$ cat config.mk
export PLATFORM = sky130hd
export DESIGN_NAME = ntc_adc_to_celsius_core
export DESIGN_NICKNAME = d
export VERILOG_FILES = /design/src/hdl/ntc_pkg.sv /design/src/hdl/ntc_seg.sv /design/src/hdl/ntc_interp.sv /design/src/hdl/ntc_adc_to_celsius_core.sv
export SDC_FILE = /design/constraint.sdc
export NUM_CORES = 1
export LEC_CHECK = 0
export BUFFER_PORTS_ARGS = -buffer_cell sky130_fd_sc_hd__buf_2
export CAP_MARGIN = 5
export CORE_UTILIZATION = 29
export DETAILED_ROUTE_END_ITERATION = 12
export HOLD_SLACK_MARGIN = 0.15
export SLEW_MARGIN = 25
export SYNTH_ARGS = -nofsm -noshare
export SYNTH_HDL_FRONTEND = slang
export SYNTH_SLANG_ARGS = --single-unit
$ cat constraint.sdc
create_clock -name clk -period 6.9 [get_ports clk]
set_input_delay 1.38 -clock clk [delete_from_list [all_inputs] [get_ports clk]]
set_output_delay 1.38 -clock clk [all_outputs]
set_load 0.05 [all_outputs]
$ cat src/hdl/ntc_pkg.sv
// shared constants, table and types for the ntc adc to celsius core
package ntc_pkg;

    localparam int unsigned NTC_POINTS   = 11;
    localparam int unsigned NTC_SEGS     = NTC_POINTS - 1;
    localparam int unsigned ADC_W        = 10;
    localparam int unsigned TEMP_W       = 9;
    localparam int unsigned SEG_W        = 4;
    localparam int unsigned OFF_W        = 8;
    localparam int unsigned PROD_IN_W    = 12;
    localparam int unsigned RECIP_W      = 12;
    localparam int unsigned RECIP_SHIFT  = 16;
    localparam int unsigned PROD_W       = PROD_IN_W + RECIP_W;
    localparam int unsigned QUOT_W       = 5;
    localparam int unsigned QSPAN_W      = QUOT_W + OFF_W;
    localparam int unsigned RECIP_ONE    = 65536;

    typedef logic [ADC_W-1:0]         adc_t;
    typedef logic signed [TEMP_W-1:0] temp_t;
    typedef logic [SEG_W-1:0]         seg_t;
    typedef logic [OFF_W-1:0]         off_t;

    localparam adc_t NTC_CODE [NTC_POINTS] = '{
        10'd980, 10'd960, 10'd920, 10'd850, 10'd750, 10'd620,
        10'd480, 10'd360, 10'd260, 10'd180, 10'd120
    };

    localparam temp_t NTC_TEMP [NTC_POINTS] = '{
        -9'sd40, -9'sd20, 9'sd0, 9'sd20, 9'sd40, 9'sd60,
        9'sd80, 9'sd100, 9'sd120, 9'sd140, 9'sd160
    };

    // code span of each segment
    localparam off_t NTC_SPAN [NTC_SEGS] = '{
        8'd20, 8'd40, 8'd70, 8'd100, 8'd130, 8'd140, 8'd120, 8'd100, 8'd80, 8'd60
    };

    // floor of 2^16 over each span
    localparam logic [RECIP_W-1:0] NTC_RECIP [NTC_SEGS] = '{
        RECIP_W'(RECIP_ONE / 20),  RECIP_W'(RECIP_ONE / 40),
        RECIP_W'(RECIP_ONE / 70),  RECIP_W'(RECIP_ONE / 100),
        RECIP_W'(RECIP_ONE / 130), RECIP_W'(RECIP_ONE / 140),
        RECIP_W'(RECIP_ONE / 120), RECIP_W'(RECIP_ONE / 100),
        RECIP_W'(RECIP_ONE / 80),  RECIP_W'(RECIP_ONE / 60)
    };

    // per-stage load enables of the arithmetic pipe
    typedef struct packed {
        logic s2;
        logic s3;
        logic s4;
        logic s5;
    } ntc_stage_en_t;

endpackage

$ cat src/hdl/ntc_seg.sv
// first pipe stage: segment search, code offset and base temperature
module ntc_seg
    import ntc_pkg::*;
(
    input  logic  clk,
    input  logic  en,
    input  adc_t  adc_code,
    output seg_t  seg,
    output off_t  off,
    output temp_t t_base
);

    seg_t  seg_reg,  seg_next;
    off_t  off_reg,  off_next;
    temp_t tb_reg,   tb_next;
    logic  hit;
    adc_t  diff;

    always_comb
    begin
        hit      = 1'b0;
        seg_next = '0;
        diff     = '0;
        // walk downwards so the first bracketing segment wins
        for (int i = NTC_SEGS - 1; i >= 0; i--)
        begin
            if (adc_code >= NTC_CODE[i+1] && adc_code <= NTC_CODE[i])
            begin
                hit      = 1'b1;
                seg_next = SEG_W'(i);
            end
        end
        if (hit)
        begin
            diff     = NTC_CODE[seg_next] - adc_code;
            off_next = diff[OFF_W-1:0];
            tb_next  = NTC_TEMP[seg_next];
        end
        else if (adc_code > NTC_CODE[0])
        begin
            off_next = '0;
            tb_next  = NTC_TEMP[0];
        end
        else
        begin
            off_next = '0;
            tb_next  = NTC_TEMP[NTC_POINTS-1];
        end
    end

    always_ff @(posedge clk)
    begin
        if (en)
        begin
            seg_reg <= seg_next;
            off_reg <= off_next;
            tb_reg  <= tb_next;
        end
    end

    assign seg    = seg_reg;
    assign off    = off_reg;
    assign t_base = tb_reg;

endmodule

$ cat src/hdl/ntc_interp.sv
// interpolation stages: scale, reciprocal multiply, quotient fix-up, add
module ntc_interp
    import ntc_pkg::*;
(
    input  logic          clk,
    input  ntc_stage_en_t en,
    input  seg_t          seg,
    input  off_t          off,
    input  temp_t         t_base,
    output temp_t         temp_celsius
);

    // stage 2
    logic [PROD_IN_W-1:0] p2_reg,     p2_next;
    logic [RECIP_W-1:0]   recip2_reg, recip2_next;
    off_t                 span2_reg,  span2_next;
    temp_t                tb2_reg;
    // stage 3
    logic [PROD_W-1:0]    prod3_reg,  prod3_next;
    logic [PROD_IN_W-1:0] p3_reg;
    off_t                 span3_reg;
    temp_t                tb3_reg;
    // stage 4
    logic [QUOT_W-1:0]    q4_reg,     q4_next;
    logic [QSPAN_W-1:0]   qs4_reg,    qs4_next;
    logic [PROD_IN_W-1:0] p4_reg;
    off_t                 span4_reg;
    temp_t                tb4_reg;
    // stage 5
    temp_t                temp5_reg,  temp5_next;
    logic [QSPAN_W-1:0]   rem;
    logic [QUOT_W-1:0]    q_fix;

    always_comb
    begin
        // off times 20 as shift and add
        p2_next     = (PROD_IN_W'(off) << 4) + (PROD_IN_W'(off) << 2);
        recip2_next = NTC_RECIP[seg];
        span2_next  = NTC_SPAN[seg];
        prod3_next  = PROD_W'(p2_reg) * PROD_W'(recip2_reg);
        q4_next     = prod3_reg[RECIP_SHIFT +: QUOT_W];
        qs4_next    = QSPAN_W'(q4_next) * QSPAN_W'(span3_reg);
        rem         = QSPAN_W'(p4_reg) - qs4_reg;
        // estimate is at most one short
        q_fix       = (rem >= QSPAN_W'(span4_reg)) ? q4_reg + QUOT_W'(1) : q4_reg;
        temp5_next  = tb4_reg + $signed({{(TEMP_W-QUOT_W){1'b0}}, q_fix});
    end

    always_ff @(posedge clk)
    begin
        if (en.s2)
        begin
            p2_reg     <= p2_next;
            recip2_reg <= recip2_next;
            span2_reg  <= span2_next;
            tb2_reg    <= t_base;
        end
        if (en.s3)
        begin
            prod3_reg <= prod3_next;
            p3_reg    <= p2_reg;
            span3_reg <= span2_reg;
            tb3_reg   <= tb2_reg;
        end
        if (en.s4)
        begin
            q4_reg    <= q4_next;
            qs4_reg   <= qs4_next;
            p4_reg    <= p3_reg;
            span4_reg <= span3_reg;
            tb4_reg   <= tb3_reg;
        end
        if (en.s5)
        begin
            temp5_reg <= temp5_next;
        end
    end

    assign temp_celsius = temp5_reg;

endmodule

$ cat src/hdl/ntc_adc_to_celsius_core.sv
// top level: ntc thermistor adc code to celsius, five-stage pipe
// an accepted input beat passes the seg, s2, s3, s4 and s5 registers to its output beat
// throughput: one beat per cycle through the five-stage pipe while the output is not stalled
// a stalled output holds each full stage with no empty stage after it; empty stages still fill
// reset clears the stage valid bits only; no table state to initialise
module ntc_adc_to_celsius_core
    import ntc_pkg::*;
(
    input  logic        clk,
    input  logic        rst_n,
    input  logic        s_axis_tvalid,
    output logic        s_axis_tready,
    input  logic [15:0] s_axis_tdata,  // [9:0] adc_code
    output logic        m_axis_tvalid,
    input  logic        m_axis_tready,
    output logic [15:0] m_axis_tdata   // [8:0] temp_celsius
);

    localparam int unsigned STAGES = 5;

    logic [STAGES-1:0] v_reg, v_next;
    logic [STAGES-1:0] en;
    ntc_stage_en_t     stage_en;
    seg_t              seg;
    off_t              off;
    temp_t             t_base;
    temp_t             temp_celsius;

    always_comb
    begin
        en[STAGES-1] = !v_reg[STAGES-1] || m_axis_tready;
        for (int i = STAGES - 2; i >= 0; i--)
        begin
            en[i] = !v_reg[i] || en[i+1];
        end
        v_next[0] = en[0] ? s_axis_tvalid : v_reg[0];
        for (int i = 1; i < STAGES; i++)
        begin
            v_next[i] = en[i] ? v_reg[i-1] : v_reg[i];
        end
    end

    always_ff @(posedge clk or negedge rst_n)
    begin
        if (!rst_n)
        begin
            v_reg <= '0;
        end
        else
        begin
            v_reg <= v_next;
        end
    end

    assign stage_en.s2 = en[1];
    assign stage_en.s3 = en[2];
    assign stage_en.s4 = en[3];
    assign stage_en.s5 = en[4];

    ntc_seg u_seg (
        .clk      (clk),
        .en       (en[0]),
        .adc_code (s_axis_tdata[ADC_W-1:0]),
        .seg      (seg),
        .off      (off),
        .t_base   (t_base)
    );

    ntc_interp u_interp (
        .clk          (clk),
        .en           (stage_en),
        .seg          (seg),
        .off          (off),
        .t_base       (t_base),
        .temp_celsius (temp_celsius)
    );

    assign s_axis_tready = en[0];
    assign m_axis_tvalid = v_reg[STAGES-1];
    assign m_axis_tdata  = {{(16-TEMP_W){1'b0}}, temp_celsius};

endmodule

After elaboration in Yosys (flattened, before gate mapping)
Memories as Yosys holds them, arrays and structs flattened. A register that Yosys moved wholly into a read port is not among the register bits.
Index checks and enable logic that the tools add are counted.

word-level totals
  register bits = 153
  bits in read-only memories = 624
  input port bits = 20
  output and inout port bits = 18
  logic and storage cells = 103
  memories = 4

cells by class
  add/sub/neg operators = 5
  multiply operators = 2
  magnitude comparators = 23
  mux-type cells = 27
  bitwise logic cells = 2
  reductions and logical operators = 20

memory list
  memory            depth  width  read ports  clocked after memory_dff  write ports  line              source
  (name not given)  16     12     1           1                         0            ntc_interp.sv:38  recip2_next = NTC_RECIP[seg];
  (name not given)  16     10     1           0                         0            ntc_seg.sv:35     diff = NTC_CODE[seg_next] - adc_code;
  (name not given)  16     9      1           0                         0            ntc_seg.sv:37     tb_next = NTC_TEMP[seg_next];
  (name not given)  16     8      1           1                         0            ntc_interp.sv:39  span2_next = NTC_SPAN[seg];

operator list
  operator                                                number
  <= comparator 10 bit (second input constant)            6
  >= comparator 10 bit (second input constant)            5
  2-to-1 mux 4 bit                                        10
  2-to-1 mux 9 bit                                        4
  >= comparator 10 x 9 -> 1 bit (second input constant)   3
  <= comparator 10 x 9 -> 1 bit (second input constant)   3
  multiplier 12 x 12 -> 21 bit                            1
  2-to-1 mux 8 bit                                        2
  >= comparator 13 x 8 -> 1 bit                           1
  multiplier 5 x 8 -> 13 bit                              1
  subtractor 12 x 13 -> 13 bit                            1
  adder 12 x 10 -> 12 bit                                 1
  >= comparator 10 x 7 -> 1 bit (second input constant)   1
  >= comparator 10 x 8 -> 1 bit (second input constant)   1
  greater-than comparator 10 bit (second input constant)  1
  <= comparator 10 x 8 -> 1 bit (second input constant)   1
  logical AND 1 bit                                       10
  2-to-1 mux 1 bit                                        10
  inverter 4 -> 5 bit                                     2
  adder 9 x 6 -> 9 bit                                    1
  subtractor 8 bit                                        1
  adder 5 x 1 -> 5 bit (second input constant)            1
  >= comparator 5 bit (second input constant)             1
  logical NOT 1 bit                                       5
  other kinds (2)                                         6

Logic depth before layout (Yosys ltp)
  depth after elaboration = 17
  mapped depth = 20
  depth with buffers taken out = 20

By module
From an unflattened synthesis, not the netlist that was laid out.

unflattened totals
  cells, all modules = 1092
  area, all modules = 11737.5 um^2

by module, submodules not included
  module                   times used  cells each  area an instance (um^2)  sequential area each (um^2)
  ntc_interp               1           876         9688.0                   3633.5
  ntc_seg                  1           191         1785.5                   570.5
  ntc_adc_to_celsius_core  1           25          264.0                    125.1

Least setup slack after synthesis
OpenSTA, ideal clock, no wires.

  path type = register -> register
  from = register u_interp.p2_reg[3]
  to = register u_interp.prod3_reg[20] (data pin)
  setup time = 260 ps
  data arrival time = 4844 ps
  data required time = 6640 ps
  setup slack = 1796 ps
  cell stages (with the launch flop) = 17
  buffers on the path = 1
  clock period less this slack = 5104 ps
  path through = edfxtp_1 > clkbuf_1 > nand2_1 > fa_1 > inv_1 > fa_1 > fa_1 > fa_1 > fa_1 > ha_1 > a2111oi_0 > o21ai_0 > a31oi_1 > a21boi_0 > nor3_1 > o21bai_1 > xnor2_1

between the ends
  longest elaborated chain between the ends = 1

ends and longest elaborated chain
  what                          line              source
  from (decl)                   ntc_interp.sv:14  logic [PROD_IN_W-1:0] p2_reg, p2_next;
  from (signal assigned)        ntc_interp.sv:53  p2_reg <= p2_next;
  multiplier 12 x 12 -> 21 bit  ntc_interp.sv:40  prod3_next = PROD_W'(p2_reg) * PROD_W'(recip2_reg);
  via u_interp.prod3_next[20]   ntc_interp.sv:19  logic [PROD_W-1:0] prod3_reg, prod3_next;
  to (signal assigned)          ntc_interp.sv:60  prod3_reg <= prod3_next;
  to (decl)                     ntc_interp.sv:19

The timed path passes the listed nets, and every way through them passes these cells.
A chain may end at the register's enable or synchronous reset.

Worst setup path after layout
  from = register u_interp.p2_reg[4]
  to = register u_interp.prod3_reg[20] (data pin)

The elaborated chain is that of the path after synthesis.

==> results.txt <==
- The initial antenna violation count is 0.
* Setup violators final: 0
- Width of the die: about 200 um
* Floorplan core area: roughly 39,000 um2
- Routed wire length per instance: roughly 13 um
* Max-Slew Margin vs Limit: 0.472
* Crit path DAT: 5.94 ns
* Layout Skew: roughly 0.0076 ns
* Fraction of registers with async set or reset after synthesis: 0.0360
- Relative area change from synthesis to final layout: 10.7%
* Setup_tns: 0 ns
- Row generation in the floorplan step produced between 70 and 80 rows.
- Die height: 200 um
- Result of the run: complete, no violations
* Area of the multi-input gates: ~6400 um2
* Count of final hold-check violations: 0
- Worst Hold Class: reg2reg
* Ant. Diodes: 0
- Count of buffer and inverter cells on the critical path: 1
- Fill cells in the final layout number roughly 3,900.
* DR DRC count: 0
- Count of H-tree levels built during CTS: 4
- RD Place Congestion: a little over 0.8
- Data required time of the critical path: 7.06 ns
* Slew of the pin with the lowest slew margin: ~0.78 ns
- Total Routing Usage GR: 0.113
- Hold repair after CTS inserted 0 buffers.
- Yosys mapped a number of flops with a built-in enable equal to 134.
* Skew-Pair Late Insertion Delay: 0.42 ns
* Number of synthesized register bits: roughly 140
* Number of distinct standard cells referenced by the synthesized netlist: 72
* Number of CTS-inserted buffers: 17
* Storage element area: approximately 4100 um2
- The setup path with the least slack is of type reg2reg.
- Layout cell share with drive strength beyond 1: 0.0664
- Syn_area_per_cell: about 11 um2
* Full die area: 40,000 um2
- Fmax achieved: 173 MHz
- For this block, the via count after detailed routing is between 7,000 and 8,000.
- Clock tree from TritonCTS: built
- Final-report max-slew violation count: 0
* Sequential fraction of the synthesis area: 0.365
- Startpoint Class: flop
- Number of top-level design ports: 38
* Dpl hpwl: around 16,000 um
- Most frequent cells in the layout: 167 x sky130_fd_sc_hd__inv_1, 134 x sky130_fd_sc_hd__edfxtp_1, 121 x sky130_fd_sc_hd__nand2_1, 111 x sky130_fd_sc_hd__ha_1, 96 x sky130_fd_sc_hd__fa_1
- Met1 global-route usage: 0.144
- CTS root buffer: sky130_fd_sc_hd__clkbuf_16
- Summing every instance area after synthesis gives 11,400 um2.
- Number of DRC violations after detailed-routing iteration 0: 376
- After the last flow step, the layout net total stands at around 1,300.
* Initial cell density of the core: 0.294
* Number of maximum-capacitance violations: 0
- IO Port Bufs: 24
* CTS resizes: 0
- Of all nets on the critical path, the largest fanout is 13.
- After detailed routing, the number of vias per cell comes to 4.52.
* Met3 Resource Use GR: 0.0195
- Slowest cell on the critical path: sky130_fd_sc_hd__edfxtp_1
- Dividing the final minimum period by the clock period gives 0.838.
- Vias in the first global route: around 7,400
* Number of iterations in the first detailed-routing pass: 7
- Synth Flop Type: sky130_fd_sc_hd__edfxtp_1
- The largest single stage delay on the critical path is approximately 0.68 ns.
* Overflow left after global routing: 0
- The first global-routing pass estimated approximately 36,000 um of wire.
* Minimum clock period: roughly 5.8 ns
- Total length of routed wires: about 21,000 um
- Maximum number of pins on one net before global-route repair: 43
* Layer with the highest usage: met2
- Remaining number of nets flagged by the antenna check after routing: 0
- # clock sinks: approximately 140
* Most common library cell in the layout ignoring fill and taps: sky130_fd_sc_hd__inv_1
- Synth warn: 0
* Register clock-pin slew on the reported worst setup and hold paths: roughly 0.06 ns
- CP delay by family, top: adder cells
- Critical path capture point type: flop
- Setup repair after global routing left no endpoint under its margin.
- Critical-path cell list: nand2_1 -> fa_1 -> inv_1 -> fa_1 -> fa_1 -> fa_1 -> fa_1 -> ha_1 -> a2111oi_0 -> o21ai_0 -> a31oi_1 -> a21boi_0 -> nor3_1 -> o21bai_1 -> xnor2_1
- The longest clock path from root to sink contains 2 buffers.
- The cell that appears most often on the critical path is sky130_fd_sc_hd__fa_1.
- Met2 track utilization from global routing: 0.197
* Cells after Synth: approximately 1,100
- Once the clock tree was built, the setup fixing pass inserted 0 buffers.
## layer usage
metal  vias to the layer above  wire length [um]
met5                         -                 0
met2                       125             10300
li1                       3619                 -
met3                        19               617
met4                         0               210
met1                      3546              9620
## worst register-to-register path, delay by kind of cell, from the launching register on
family	cells	cell delay, ns
AO/OA/AOI/OAI	5	1.34
XOR/XNOR	1	0.13
adder cells (fa/ha/maj)	6	2.92
buffers and inverters	1	0.05
flip-flops	1	0.68
AND/OR/NAND/NOR	2	0.40
## metrics by stage
stage	hold WS [ns]	cell area, um2	worst slack [ns]	util	std cells
floorplan	0.400	11400	1.80	-	1083
global placement	0.404	12000	1.20	0.310	1585
finish	0.409	12600	1.12	0.326	1617
global route	0.421	12600	0.808	0.326	1617
detailed placement	0.405	12000	1.15	0.310	1585
CTS	0.412	12600	1.13	0.326	1617
## path summary, 6_finish.rpt
check / from / end / slack, ns / cells after the start
max: u_interp.p2_reg[4] / u_interp.prod3_reg[20] / 1.12 / 15
min: u_interp.p3_reg[7] / u_interp.p4_reg[7] / 0.41 / 0
max reg2reg: u_interp.p2_reg[4] / u_interp.prod3_reg[20] / 1.12 / 15
min reg2reg: u_interp.p3_reg[7] / u_interp.p4_reg[7] / 0.41 / 0
max in group asynchronous: rst_n / v_reg[2] / 6.00 / 1
min in group asynchronous: rst_n / v_reg[3] / 0.77 / 1
## area by class of cell
cell class,count,share of cell area
Clock buffer,22,0.0361
Clock inverter,10,0.0133
Inverter,167,0.0498
Multi-Input combinational cell,733,0.508
Sequential cell,139,0.329
Tap cell,518,0.0515
Timing Repair Buffer,28,0.0119
## cell families (layout without fill, tap and decap cells)
group	after synthesis	in the layout	synth area share
compound gates	159	159	0.0938
xor+xnor	42	42	0.0323
fa+ha+maj	207	207	0.291
buf+inv	211	227	0.0747
flops	139	139	0.365
mux	6	6	0.00561
other cells	1	7	0.000330
simple gates	312	312	0.137
## Yosys cell counts, types with 6 or more instances
cell type | instances | share of area
sky130_fd_sc_hd__ha_1 | 111 | 0.12
sky130_fd_sc_hd__buf_4 | 8 | 0.0053
sky130_fd_sc_hd__edfxtp_1 | 134 | 0.35
sky130_fd_sc_hd__inv_1 | 167 | 0.055
sky130_fd_sc_hd__or2_2 | 6 | 0.0033
sky130_fd_sc_hd__buf_2 | 10 | 0.0044
sky130_fd_sc_hd__clkbuf_1 | 23 | 0.0076
sky130_fd_sc_hd__nand2_1 | 121 | 0.040
sky130_fd_sc_hd__o21bai_1 | 6 | 0.0040
sky130_fd_sc_hd__o21ai_0 | 23 | 0.010
sky130_fd_sc_hd__a31oi_1 | 9 | 0.0050
sky130_fd_sc_hd__a21oi_1 | 43 | 0.019
sky130_fd_sc_hd__nand2b_1 | 13 | 0.0072
sky130_fd_sc_hd__xor2_1 | 13 | 0.010
sky130_fd_sc_hd__xnor2_1 | 29 | 0.022
sky130_fd_sc_hd__fa_1 | 96 | 0.17
sky130_fd_sc_hd__nor3_1 | 16 | 0.0070
sky130_fd_sc_hd__nand3_1 | 13 | 0.0057
sky130_fd_sc_hd__a21o_1 | 13 | 0.0086
sky130_fd_sc_hd__nor2b_1 | 10 | 0.0055
sky130_fd_sc_hd__o21a_1 | 8 | 0.0053
sky130_fd_sc_hd__and2_1 | 62 | 0.034
sky130_fd_sc_hd__o211ai_1 | 13 | 0.0086
sky130_fd_sc_hd__nor2_1 | 36 | 0.012
sky130_fd_sc_hd__nand4_1 | 13 | 0.0072
Power is not shown: default switching activity piles up to over one toggle a cycle in this logic, so the estimate is an artifact.
